$ cat src/sv/plst_pkg.sv
// Shared types and constants for the positional list store.
package plst_pkg;

  localparam int CAPACITY      = 16;
  localparam int ELEMENT_WIDTH = 32;
  localparam int DATA_W        = 32;
  localparam int MODE_W        = 3;
  localparam int POS_W         = 5;
  localparam int COUNT_W       = $clog2(CAPACITY + 1);
  localparam int IDX_W         = $clog2(CAPACITY);
  localparam int STATUS_W      = 2;

  typedef enum logic [MODE_W-1:0] {
    MODE_APPEND      = 3'd0,
    MODE_REMOVE_LAST = 3'd1,
    MODE_INSERT      = 3'd2,
    MODE_ERASE       = 3'd3,
    MODE_READ        = 3'd4
  } mode_e;

  typedef enum logic [STATUS_W-1:0] {
    STATUS_OK    = 2'd0,
    STATUS_EMPTY = 2'd1,
    STATUS_FULL  = 2'd2,
    STATUS_RANGE = 2'd3
  } status_e;

  typedef enum logic [2:0] {
    OP_NONE   = 3'd0,
    OP_APPEND = 3'd1,
    OP_POP    = 3'd2,
    OP_INSERT = 3'd3,
    OP_ERASE  = 3'd4,
    OP_READ   = 3'd5
  } op_e;

  // controller -> datapath
  typedef struct packed {
    logic    capture;
    logic    exec;
    op_e     op;
    status_e status;
  } cmd_t;

  // datapath -> controller
  typedef struct packed {
    mode_e mode;
    logic  is_full;
    logic  is_empty;
    logic  ins_pos_ok;
    logic  idx_pos_ok;
  } stat_t;

endpackage

$ cat src/sv/plst_if.sv
// Request and response channel interfaces for the positional list store.
interface plst_req_if;
  logic                              valid;
  logic                              ready;
  logic [plst_pkg::MODE_W-1:0]       mode;
  logic [plst_pkg::POS_W-1:0]        position;
  logic signed [plst_pkg::DATA_W-1:0] value;

  modport source (output valid, output mode, output position, output value, input ready);
  modport sink   (input valid, input mode, input position, input value, output ready);
endinterface

interface plst_rsp_if;
  logic                                 valid;
  logic                                 ready;
  logic signed [plst_pkg::DATA_W-1:0]   read_value;
  logic [plst_pkg::COUNT_W-1:0]         entry_count;
  logic [plst_pkg::STATUS_W-1:0]        status;

  modport source (output valid, output read_value, output entry_count, output status,
                  input ready);
  modport sink   (input valid, input read_value, input entry_count, input status,
                  output ready);
endinterface

$ cat src/sv/plst_ctrl.sv
// Controller: request capture, operation decode and response valid tracking.
module plst_ctrl (
  input  logic            clk_i,
  input  logic            rst_ni,
  input  logic            req_valid_i,
  output logic            req_ready_o,
  output logic            rsp_valid_o,
  input  logic            rsp_ready_i,
  input  plst_pkg::stat_t stat_i,
  output plst_pkg::cmd_t  cmd_o
);

  typedef enum logic [1:0] {
    S_IDLE = 2'b01,
    S_EXEC = 2'b10
  } state_e;

  state_e state_q, state_d;
  logic   out_valid_q, out_valid_d;
  logic   out_free;

  assign out_free = !out_valid_q || rsp_ready_i;

  always_comb begin
    state_d      = state_q;
    cmd_o        = '0;
    cmd_o.op     = plst_pkg::OP_NONE;
    cmd_o.status = plst_pkg::STATUS_OK;
    req_ready_o  = 1'b0;
    case (state_q)
      S_IDLE: begin
        req_ready_o = 1'b1;
        if (req_valid_i) begin
          cmd_o.capture = 1'b1;
          state_d       = S_EXEC;
        end
      end
      S_EXEC: begin
        if (out_free) begin
          cmd_o.exec = 1'b1;
          state_d    = S_IDLE;
        end
      end
      default: state_d = S_IDLE;
    endcase

    // decode against the captured request
    case (stat_i.mode)
      plst_pkg::MODE_APPEND: begin
        if (stat_i.is_full) cmd_o.status = plst_pkg::STATUS_FULL;
        else                cmd_o.op     = plst_pkg::OP_APPEND;
      end
      plst_pkg::MODE_REMOVE_LAST: begin
        if (stat_i.is_empty) cmd_o.status = plst_pkg::STATUS_EMPTY;
        else                 cmd_o.op     = plst_pkg::OP_POP;
      end
      plst_pkg::MODE_INSERT: begin
        if (!stat_i.ins_pos_ok)  cmd_o.status = plst_pkg::STATUS_RANGE;
        else if (stat_i.is_full) cmd_o.status = plst_pkg::STATUS_FULL;
        else                     cmd_o.op     = plst_pkg::OP_INSERT;
      end
      plst_pkg::MODE_ERASE: begin
        if (!stat_i.idx_pos_ok) cmd_o.status = plst_pkg::STATUS_RANGE;
        else                    cmd_o.op     = plst_pkg::OP_ERASE;
      end
      plst_pkg::MODE_READ: begin
        if (!stat_i.idx_pos_ok) cmd_o.status = plst_pkg::STATUS_RANGE;
        else                    cmd_o.op     = plst_pkg::OP_READ;
      end
      default: begin
        cmd_o.op     = plst_pkg::OP_NONE;
        cmd_o.status = plst_pkg::STATUS_OK;
      end
    endcase
  end

  always_comb begin
    out_valid_d = out_valid_q;
    if (rsp_ready_i) out_valid_d = 1'b0;
    if (cmd_o.exec)  out_valid_d = 1'b1;
  end

  assign rsp_valid_o = out_valid_q;

  always_ff @(posedge clk_i or negedge rst_ni) begin
    if (!rst_ni) begin
      state_q     <= S_IDLE;
      out_valid_q <= 1'b0;
    end else begin
      state_q     <= state_d;
      out_valid_q <= out_valid_d;
    end
  end

endmodule

$ cat src/sv/plst_dp.sv
// Datapath: request registers, shifting entry cells, count and response registers.
module plst_dp #(
  parameter int ELEMENT_WIDTH = plst_pkg::ELEMENT_WIDTH
) (
  input  logic                                  clk_i,
  input  logic                                  rst_ni,
  input  logic [plst_pkg::MODE_W-1:0]           mode_i,
  input  logic [plst_pkg::POS_W-1:0]            position_i,
  input  logic signed [plst_pkg::DATA_W-1:0]    value_i,
  input  plst_pkg::cmd_t                        cmd_i,
  output plst_pkg::stat_t                       stat_o,
  output logic signed [plst_pkg::DATA_W-1:0]    read_value_o,
  output logic [plst_pkg::COUNT_W-1:0]          entry_count_o,
  output logic [plst_pkg::STATUS_W-1:0]         status_o
);

  localparam int CAP   = plst_pkg::CAPACITY;
  localparam int POS_W = plst_pkg::POS_W;
  localparam int CNT_W = plst_pkg::COUNT_W;
  localparam int IDX_W = plst_pkg::IDX_W;
  localparam int DW    = plst_pkg::DATA_W;

  plst_pkg::mode_e             mode_q;
  logic [POS_W-1:0]            pos_q;
  logic [ELEMENT_WIDTH-1:0]    value_q;
  logic [ELEMENT_WIDTH-1:0]    value_d;
  logic [ELEMENT_WIDTH-1:0]    mem_q [CAP];
  logic [CNT_W-1:0]            count_q, count_d;
  logic [DW-1:0]               read_value_q;
  logic [DW-1:0]               rd_ext;
  plst_pkg::status_e           status_q;
  logic [IDX_W-1:0]            rd_idx;

  // element width adaptation on the way in and out
  if (ELEMENT_WIDTH >= DW) begin : g_wide
    assign value_d = ELEMENT_WIDTH'(unsigned'(value_i));
    assign rd_ext  = mem_q[rd_idx][DW-1:0];
  end else begin : g_narrow
    assign value_d = value_i[ELEMENT_WIDTH-1:0];
    assign rd_ext  = DW'(mem_q[rd_idx]);
  end

  assign rd_idx = IDX_W'(pos_q - POS_W'(1));

  always_ff @(posedge clk_i) begin
    if (cmd_i.capture) begin
      mode_q  <= plst_pkg::mode_e'(mode_i);
      pos_q   <= position_i;
      value_q <= value_d;
    end
  end

  // status toward the controller
  always_comb begin
    stat_o.mode       = mode_q;
    stat_o.is_full    = (count_q == CNT_W'(CAP));
    stat_o.is_empty   = (count_q == '0);
    stat_o.ins_pos_ok = (pos_q != '0) &&
                        ({1'b0, pos_q} <= ({1'b0, POS_W'(count_q)} + (POS_W+1)'(1)));
    stat_o.idx_pos_ok = (pos_q != '0) && (POS_W'(pos_q) <= POS_W'(count_q));
  end

  // entry cells, each loading from itself, a neighbor or the new value
  always_ff @(posedge clk_i) begin
    if (cmd_i.exec) begin
      for (int i = 0; i < CAP; i++) begin
        case (cmd_i.op)
          plst_pkg::OP_APPEND: begin
            if (count_q == CNT_W'(i)) mem_q[i] <= value_q;
          end
          plst_pkg::OP_INSERT: begin
            if (pos_q == POS_W'(i + 1)) mem_q[i] <= value_q;
            else if (pos_q < POS_W'(i + 1)) mem_q[i] <= mem_q[(i > 0) ? i - 1 : 0];
          end
          plst_pkg::OP_ERASE: begin
            if (pos_q <= POS_W'(i + 1)) mem_q[i] <= mem_q[(i < CAP - 1) ? i + 1 : i];
          end
          default: ;
        endcase
      end
    end
  end

  always_comb begin
    count_d = count_q;
    case (cmd_i.op)
      plst_pkg::OP_APPEND,
      plst_pkg::OP_INSERT: count_d = count_q + CNT_W'(1);
      plst_pkg::OP_POP,
      plst_pkg::OP_ERASE:  count_d = count_q - CNT_W'(1);
      default:             count_d = count_q;
    endcase
  end

  always_ff @(posedge clk_i or negedge rst_ni) begin
    if (!rst_ni) begin
      count_q <= '0;
    end else if (cmd_i.exec) begin
      count_q <= count_d;
    end
  end

  always_ff @(posedge clk_i) begin
    if (cmd_i.exec) begin
      read_value_q <= (cmd_i.op == plst_pkg::OP_READ) ? rd_ext : '0;
      status_q     <= cmd_i.status;
    end
  end

  assign read_value_o  = signed'(read_value_q);
  assign entry_count_o = count_q;
  assign status_o      = status_q;

endmodule

$ cat src/sv/positional_list_store_core.sv
// Top level of the positional list store: controller plus datapath.
// Response: an accepted request is captured into the request registers, then
//   executed once the response register is free, which raises response valid.
// Requests are accepted only in idle, and each is captured and executed before
//   the next is taken; execute waits while a previous response is still held.
// Every list operation, including shifts, completes in the execute step.
// Reset (rst_ni low, async) empties the list and drops any pending response;
//   entry storage is not cleared since entries past the count are never read.
module positional_list_store_core #(
  parameter int ELEMENT_WIDTH = plst_pkg::ELEMENT_WIDTH
) (
  input  logic            clk_i,
  input  logic            rst_ni,
  plst_req_if.sink        req_i,
  plst_rsp_if.source      rsp_o
);

  plst_pkg::cmd_t  cmd;
  plst_pkg::stat_t stat;

  // Controller: accepts a request in idle, then issues the decoded
  // operation once the response register is free (or being drained).
  plst_ctrl u_ctrl (
    .clk_i       (clk_i),
    .rst_ni      (rst_ni),
    .req_valid_i (req_i.valid),
    .req_ready_o (req_i.ready),
    .rsp_valid_o (rsp_o.valid),
    .rsp_ready_i (rsp_o.ready),
    .stat_i      (stat),
    .cmd_o       (cmd)
  );

  // Datapath: holds the captured request, the entry cells that shift as a
  // chain for insert/erase, the count and the response payload.
  plst_dp #(
    .ELEMENT_WIDTH (ELEMENT_WIDTH)
  ) u_dp (
    .clk_i         (clk_i),
    .rst_ni        (rst_ni),
    .mode_i        (req_i.mode),
    .position_i    (req_i.position),
    .value_i       (req_i.value),
    .cmd_i         (cmd),
    .stat_o        (stat),
    .read_value_o  (rsp_o.read_value),
    .entry_count_o (rsp_o.entry_count),
    .status_o      (rsp_o.status)
  );

endmodule

$ cat src/flat_wrapper.sv
// flat-port wrapper written by rule: the top's interface ports become plain ports
module positional_list_store_core_flat 
#(
  parameter int ELEMENT_WIDTH = plst_pkg::ELEMENT_WIDTH
)
  (clk_i, rst_ni, req_i_valid, req_i_mode, req_i_position, req_i_value, req_i_ready, rsp_o_valid, rsp_o_read_value, rsp_o_entry_count, rsp_o_status, rsp_o_ready);
  plst_req_if req_i_i ();
  plst_rsp_if rsp_o_i ();
  input  logic clk_i;
  input  logic rst_ni;
  input wire logic [$bits(req_i_i.valid)-1:0] req_i_valid;
  input wire logic [$bits(req_i_i.mode)-1:0] req_i_mode;
  input wire logic [$bits(req_i_i.position)-1:0] req_i_position;
  input wire logic [$bits(req_i_i.value)-1:0] req_i_value;
  output wire logic [$bits(req_i_i.ready)-1:0] req_i_ready;
  output wire logic [$bits(rsp_o_i.valid)-1:0] rsp_o_valid;
  output wire logic [$bits(rsp_o_i.read_value)-1:0] rsp_o_read_value;
  output wire logic [$bits(rsp_o_i.entry_count)-1:0] rsp_o_entry_count;
  output wire logic [$bits(rsp_o_i.status)-1:0] rsp_o_status;
  input wire logic [$bits(rsp_o_i.ready)-1:0] rsp_o_ready;
  assign req_i_i.valid = req_i_valid;
  assign req_i_i.mode = req_i_mode;
  assign req_i_i.position = req_i_position;
  assign req_i_i.value = req_i_value;
  assign req_i_ready = req_i_i.ready;
  assign rsp_o_valid = rsp_o_i.valid;
  assign rsp_o_read_value = rsp_o_i.read_value;
  assign rsp_o_entry_count = rsp_o_i.entry_count;
  assign rsp_o_status = rsp_o_i.status;
  assign rsp_o_i.ready = rsp_o_ready;
  positional_list_store_core #(.ELEMENT_WIDTH(ELEMENT_WIDTH)) u_core (.clk_i(clk_i), .rst_ni(rst_ni), .req_i(req_i_i), .rsp_o(rsp_o_i));
endmodule
$ cat config.mk
export PLATFORM = sky130hd
export DESIGN_NAME = positional_list_store_core_flat
export DESIGN_NICKNAME = d
export VERILOG_FILES = /design/src/sv/plst_pkg.sv /design/src/sv/plst_if.sv /design/src/sv/plst_ctrl.sv /design/src/sv/plst_dp.sv /design/src/sv/positional_list_store_core.sv /design/src/flat_wrapper.sv
export SDC_FILE = /design/constraint.sdc
export NUM_CORES = 1
export LEC_CHECK = 0
export CAP_MARGIN = 20
export CORE_MARGIN = 2
export CORE_UTILIZATION = 29
export CTS_BUF_LIST = sky130_fd_sc_hd__clkbuf_4 sky130_fd_sc_hd__clkbuf_8 sky130_fd_sc_hd__clkbuf_16
export DETAILED_ROUTE_END_ITERATION = 7
export DONT_BUFFER_PORTS = 1
export GPL_TIMING_DRIVEN = 0
export PLACE_DENSITY = 0.43
export SETUP_SLACK_MARGIN = 0.1
export SYNTH_ARGS = -nofsm -noshare
export SYNTH_HDL_FRONTEND = slang
export SYNTH_SLANG_ARGS = --single-unit
$ cat constraint.sdc
create_clock -name clk_i -period 14.2 [get_ports clk_i]
set_clock_uncertainty 0.1 [all_clocks]
set_input_delay 2.84 -clock clk_i [delete_from_list [all_inputs] [get_ports clk_i]]
set_output_delay 2.84 -clock clk_i [all_outputs]
set_load 0.1 [all_outputs]
==> results of run 1 <==
[per-stage QoR]
step	instances	hold slack [ns]	util (%)	power, mW
final	4544	0.507	33.8	4.61
after floorplan	2853	0.405	-	2.54
after global placement	4365	0.427	31.0	2.76
after detailed placement	4410	0.495	31.8	2.79
after CTS	4541	0.505	33.8	4.63
after global routing	4543	0.521	33.8	4.75
[power groups by stage]
stage | Clock, mW | Sequential [mW] | Combinational [mW]
5_1_grt | 1.93 | 2.10 | 0.716
3_5_place_dp | 0 | 2.13 | 0.659
2_1_floorplan | 0 | 2.11 | 0.429
4_1_cts | 1.88 | 2.09 | 0.662
6_report | 1.84 | 2.09 | 0.671
3_3_place_gp | 0 | 2.13 | 0.627
[routing by layer]
| metal | vias to the layer above | routed length [um] | GRT usage (%) |
|---|---|---|---|
| li1 | 11066 | - | - |
| met4 | 0 | 7100 | 11.5 |
| met3 | 344 | 13800 | 5.85 |
| met5 | - | 0 | 0 |
| met2 | 1512 | 69600 | 39.9 |
| met1 | 13697 | 60300 | 32.3 |
[worst paths after layout]
kind / slack [ns] / cells past startpoint / to / start
max in group asynchronous: 12.03 / 0 / u_core.u_ctrl.state_q[0]$_DFFE_PN1P_ / rst_ni
worst max-delay path: 7.90 / 8 / u_core.u_dp.mem_q[6][15]$_DFFE_PP_ / rsp_o_ready
worst min register to register: 0.51 / 1 / u_core.u_dp.mem_q[15][1]$_DFFE_PP_ / u_core.u_dp.mem_q[14][1]$_DFFE_PP_
min in group asynchronous: 1.80 / 0 / u_core.u_dp.entry_count_o[3]$_DFFE_PN0P_ / rst_ni
worst max register to register: 8.17 / 13 / u_core.u_dp.mem_q[2][17]$_DFFE_PP_ / u_core.u_dp.entry_count_o[0]$_DFFE_PN0P_
worst min-delay path: 0.51 / 1 / u_core.u_dp.mem_q[15][1]$_DFFE_PP_ / u_core.u_dp.mem_q[14][1]$_DFFE_PP_
[cells by family (layout without fill, tap and decap cells)]
family | count (synthesis) | after routing | share of synthesized area [%]
adder cells (fa/ha/maj) | 21 | 21 | 0.781
AND/OR/NAND/NOR | 821 | 821 | 10.6
other | 0 | 1 | 0
AO/OA/AOI/OAI | 560 | 560 | 9.49
multiplexers | 577 | 577 | 22.2
flip-flops | 594 | 594 | 52.9
XOR/XNOR | 6 | 6 | 0.156
buffers and inverters | 274 | 452 | 3.84
[state kept, by name (all words and copies together) (netlist names)]
| signal | cells |
|---|---|
| u_core.u_dp.mode_q | 3 |
| u_core.u_dp.status_o | 2 |
| u_core.u_dp.pos_q | 5 |
| u_core.u_dp.entry_count_o | 5 |
| u_core.u_ctrl.rsp_valid_o | 1 |
| u_core.u_ctrl.state_q | 2 |
| u_core.u_dp.mem_q | 512 |
| u_core.u_dp.read_value_o | 32 |
| u_core.u_dp.value_q | 32 |
[cell type report]
cell class	instances	share of cell area [%]
tap	1512	4.88
clock buffer	104	5.46
clock inverter	27	0.420
inverter	16	0.155
buffer	258	3.18
sequential	594	45.9
multi-input combinational	1985	37.9
antenna	1	0.00645
timing repair buffer	47	2.08
[layout by cell type (no fill, tap or decap), drive strengths merged, types with 4 or more instances in the layout]
master	Yosys	routed
clkbuf	90	194
a31oi	67	67
inv	16	17
dfrtp	7	7
a211oi	65	65
xnor2	6	6
o2111ai	4	4
and2	4	4
a21oi	366	366
and4	7	7
buf	168	215
ha	21	21
mux2	64	64
nor3	48	48
nor4	4	4
o211ai	5	5
nand2b	6	6
nor2b	7	7
nand2	164	164
edfxtp	586	586
nand3	27	27
clkinv	0	24
o22ai	29	29
and3	36	36
o21ai	9	9
nand4	22	22
mux2i	385	385
nor2	483	483
mux4	128	128
==> run metrics, run 1 <==
clock buffer depth 3; via count 26619; antenna-violating nets left 0; fillers around 11000; Final Hold Viols 0; vias in the first global route 26646; initial core utilization 29.3%; peak supply drop 0.0625 mV; area of the mapped netlist 0.0336 mm^2; Post-synth top cells 586 x edfxtp_1, 481 x nor2_1, 385 x mux2i_1; H-Tree Depth 3; Synth cell types 65; die area roughly 0.12 mm^2; area leader, netlist edfxtp_1; Syn Area/Cell approximately 12 um^2; part of the cycle the worst path needs between 40% and 50%; Post-synth EDFFs 586; routability cong. around 0.91; top cells by area, synth edfxtp_1 52%, mux2i_1 11%, mux4_2 8.6%, a21oi_1 5.4%, nor2_1 5.4%; clk slew on worst S/H paths 0.06 ns; average routed wire per standard cell 33.2 um; CP endpoint kind register; die width 345 um; TritonRoute pass-1 iters 6; Internal 3.28 mW; CP Cell Sequence nand2b_1, nand2_1, nor2_1, o2111ai_1, buf_2, clkbuf_1, nand3_2, buf_16; largest net degree at the start of global routing 33; DIE HEIGHT 345 um; min Tclk post-route 6.30 ns; largest driver fanout on the critical path 20; post-CTS setup buffer count 0; total gr overflow 0; syn nets between 2000 and 3000; Total GRT Usage between 20 and 30%; share of the synthesized area in the top cell type roughly 52%; Crit Path Category in2reg; delay-heaviest family, CP simple AND/OR/NAND/NOR gates; CTS root buf clkbuf_16; hold_buf cts 0; first-pass GRT wire length about 210000 um; hold crit path type reg2reg; DP HPWL 106000 um; detail-routed via count per cell roughly 5.9; Seq pwr share ~45%; Multi-input gate area 0.0147 mm^2; ys flop type edfxtp_1; #FFs+latches synth ~590; max incr delay on CP 0.94 ns; layout cell share with drive strength beyond 1 approximately 18%; site row count about 120; pins over their slew limit 0; nets@finish just over 3000; clk sinks 594; max_slew headroom between 10% and 20%; CTS tree built; Mapped Cells 2853; Area Overhead vs Synth 15.3%; Power Density around 120 mW/mm^2; max cap viols 0; sw power 1.33 mW; Post-synth ARST share 1.35%; Arrival @ worst endpoint 6.57 ns; worst-margin pin slew 1.27 ns; CP max-delay cell nand3_2; clk_lat worst skew 0.66 ns; I/O pin total 85; count leader, synth edfxtp_1; Leakage 13.1 nW; endpoints failing setup 0; Final Cell Area 0.0388 mm^2; port bufs 0; CP bufs+invs 3; cts repair resizes 0; number of antenna violations at the first check in global routing 3; clock share of power 40.0%; setup_tns 0 ns; status finished, final reports clean; routed wire length around 150000 um; CTS buffer count 75; worst setup margin around 7.9 ns; sw frac between 20% and 30%; worst path required time 14.47 ns; critical path launch point type input port; DRT iter0 DRCs 3361; Remaining DRCs 0; Placed Area 0.0365 mm^2; Comb power frac between 10% and 20%; post-synthesis sequential area ratio 52.9%; Place WS around 7.3 ns; RSZ-0062 raised after global routing no; Core ar. 0.115 mm^2; yosys warns 0; Register Area 0.0178 mm^2; f_max 159 MHz
Power figures use the tool's default switching activity.
==> run 2: changes to the inputs <==
--- a/config.mk
+++ b/config.mk
@@ -5,6 +5,7 @@
 export SDC_FILE = /design/constraint.sdc
 export NUM_CORES = 1
 export LEC_CHECK = 0
+export ABC_AREA = 1
 export CAP_MARGIN = 20
 export CORE_MARGIN = 2
 export CORE_UTILIZATION = 29
@@ -12,7 +13,7 @@
 export DETAILED_ROUTE_END_ITERATION = 7
 export DONT_BUFFER_PORTS = 1
 export GPL_TIMING_DRIVEN = 0
-export PLACE_DENSITY = 0.43
+export PLACE_DENSITY = 0.44
 export SETUP_SLACK_MARGIN = 0.1
 export SYNTH_ARGS = -nofsm -noshare
 export SYNTH_HDL_FRONTEND = slang
==> constraint.sdc (replaced) <==
create_clock -name clk_i -period 5.4 [get_ports clk_i]
set_clock_uncertainty 0.1 [all_clocks]
set_input_delay 1.08 -clock clk_i [delete_from_list [all_inputs] [get_ports clk_i]]
set_output_delay 1.08 -clock clk_i [all_outputs]
set_load 0.1 [all_outputs]
==> run 2 against run 1 <==
  * Combinational power rose to 3.1 times the previous value
  * Critical endpoint is now u_core.u_dp.read_value_o[23]$_SDFFCE_PP0P_
  * Critical path depth increased by 4
  * Cell count grew 44%
  * Core utilization down 0.49 points
  * The flow now finishes with violations (design-rule violations)
  * Sequential power grew to 2.6 times the previous value
  * Die area is 7.5% higher
  * Clock power grew to 2.7 times the previous value
  * Flip-flop and latch count stayed put
  * Sequential share of layout area decreased by 2.8 points
  * Routed wire length is 2.9% higher
  * Count of clock-buffer cells in the layout is 11 lower
  * Global-route usage shrank 1.2 points
==> run metrics, run 2 <==
status complete, but fails checks; failing checks design-rule violations; count leader, synth nand2_1; Power Density 303 mW/mm^2; Final Hold Viols 0; r2r setup slk 0.01 ns; fin util 33.3%; H-Tree Depth 3; TritonRoute pass-1 iters 8; Area Overhead vs Synth 14.0%; Syn Area/Cell 7.67 um^2; average routed wire per standard cell 23.8 um; CP endpoint kind register; detail-routed via count per cell 5.07; die area roughly 0.13 mm^2; Arrival @ worst endpoint 5.61 ns; peak supply drop around 0.18 mV; Place WS -2.19 ns; DRT iter0 DRCs 3935; Leakage approximately 17 nW; RSZ-0062 raised after global routing no; worst-margin pin slew 1.17 ns; clk_lat worst skew 0.67 ns; CTS tree built; Total GRT Usage 23.8%; min Tclk post-route 5.39 ns; layout cell share with drive strength beyond 1 under 10%; Core ar. 0.124 mm^2; clock buffer depth 3; CTS root buf clkbuf_16; dpl cells 6381; pins over their slew limit 0; CTS buffer count 76; part of the cycle the worst path needs 99.7%; routed wire length 155000 um; area leader, netlist edfxtp_1; DIE HEIGHT roughly 360 um; Post-synth ARST share 1.35%; die width 357 um; yosys warns 0; Synth cell types 37; routability cong. approximately 0.94; max_slew headroom ~22%; clk slew on worst S/H paths roughly 0.05 ns; commonest non-fill, non-tap cell in the layout nand2_1; Crit Path Category reg2reg; Most flops, register u_core.u_dp.mem_q; port bufs 0; nets@finish 4899; f_max 186 MHz; max cap viols 0; max reg flops 512; largest driver fanout on the critical path 19; area of the mapped netlist roughly 0.036 mm^2; total gr overflow 0; Mapped Cells 4720; number of antenna violations at the first check in global routing 7; hold crit path type in2async; vias in the first global route 32033; site row count 129; syn nets 4785; ys flop type edfxtp_1; Remaining DRCs 14; via count about 33000; commonest non-fill, non-tap cells in the layout 1335 x nand2_1, 733 x nand3_1, 586 x o21ai_0, 586 x edfxtp_1, 524 x inv_1; I/O pin total 85; worst path required time 5.62 ns; clk sinks 594; Post-synth EDFFs 586; antenna-violating nets left 0; share of the synthesized area in the top cell type a little under 50%; first-pass GRT wire length ~220000 um; endpoints failing setup 0; DP HPWL 128000 um; Post-synth top cells 1335 x nand2_1, 740 x nand3_1, 589 x o21ai_0; critical path launch point type register; initial core utilization 29.2%; worst setup margin 0.0144 ns; fin cells 6527; top cells by area, synth edfxtp_1 49%, nand2_1 14%, nand3_1 10%, o21ai_0 8.1%, inv_1 5.4%; largest net degree at the start of global routing 33; #FFs+latches synth 594; post-synthesis sequential area ratio 49.2%
run 2: worst max-delay path, stage by stage (launching register included):
cell	delay (ns)
edfxtp_1	0.45
buf_2	0.31
clkinvlp_4	0.28
buf_8	0.26
buf_4	0.25
buf_4	0.26
ha_1	0.24
xnor2_1	0.61
clkbuf_2	0.55
clkbuf_1	0.79
nand3_1	0.28
a21oi_1	0.46
a211oi_1	0.18
run 2: where the power goes:
part	internal, mW	total, mW	switching (mW)
Sequential	5.18	5.43	0.255
Clock	2.91	5.02	2.11
Combinational	0.527	2.05	1.52
run 2: routing by layer:
| metal | vias to the layer above | global-route usage (%) | part of all wire, % |
|---|---|---|---|
| met5 | - | 0 | 0 |
| met4 | 0 | 6.13 | 2.4 |
| met3 | 171 | 3.49 | 7.6 |
| met2 | 1325 | 37.8 | 44 |
| met1 | 15453 | 33.9 | 46 |
| li1 | 16156 | - | - |
run 2: kinds of logic after synthesis:
family,count (synthesis),synth area share (%)
AO/OA/AOI/OAI,935,13.2
XOR/XNOR,6,0.145
adder cells (fa/ha/maj),21,0.726
buffers and inverters,903,9.80
flip-flops,594,49.2
AND/OR/NAND/NOR,2261,26.9
run 2: layout make-up:
class	instances	area, um^2
Inverter	532	2000
Tap cell	1637	2050
Sequential cell	594	17800
Fill cell	13177	82500
Clock buffer	93	2080
Clock inverter	40	284
Buffer	369	1580
Multi-Input combinational cell	3224	15000
Timing Repair Buffer	37	427
Antenna cell	1	2.50
run 2: path summary, 6_finish.rpt:
check	from	to	cells after the start
max	u_core.u_dp.pos_q[0]$_DFFE_PP_	u_core.u_dp.read_value_o[23]$_SDFFCE_PP0P_	12
min	rst_ni	u_core.u_ctrl.state_q[0]$_DFFE_PN1P_	0
max reg2reg	u_core.u_dp.pos_q[0]$_DFFE_PP_	u_core.u_dp.read_value_o[23]$_SDFFCE_PP0P_	12
min reg2reg	u_core.u_dp.mem_q[10][24]$_DFFE_PP_	u_core.u_dp.mem_q[9][24]$_DFFE_PP_	2
max in group asynchronous	rst_ni	u_core.u_dp.entry_count_o[4]$_DFFE_PN0P_	1
min in group clk_i	u_core.u_dp.mem_q[10][24]$_DFFE_PP_	u_core.u_dp.mem_q[9][24]$_DFFE_PP_	2
run 2: through the flow:
step                hold WS, ns  instance area (um^2)  TNS [ns]  total power, mW
detailed placement        0.432                 38700   -623.28             7.49
CTS                       0.128                 41200         0             12.5
floorplan                 0.420                 36200         0             6.67
finish                    0.174                 41300         0             12.5
global route              0.146                 41300         0             13.0
global placement          0.429                 38200  -1239.79             7.46
run 2: timing repair:
item / CTS / global route
setup buffers: 6 / 6
endpoints found under the setup margin: 1061 / 173
resized for setup: 29 / 8
pin swaps: 4 / 2
hold buffers: 1 / 0
gates cloned: 0 / 1
endpoints found under the hold margin: 7 / 0
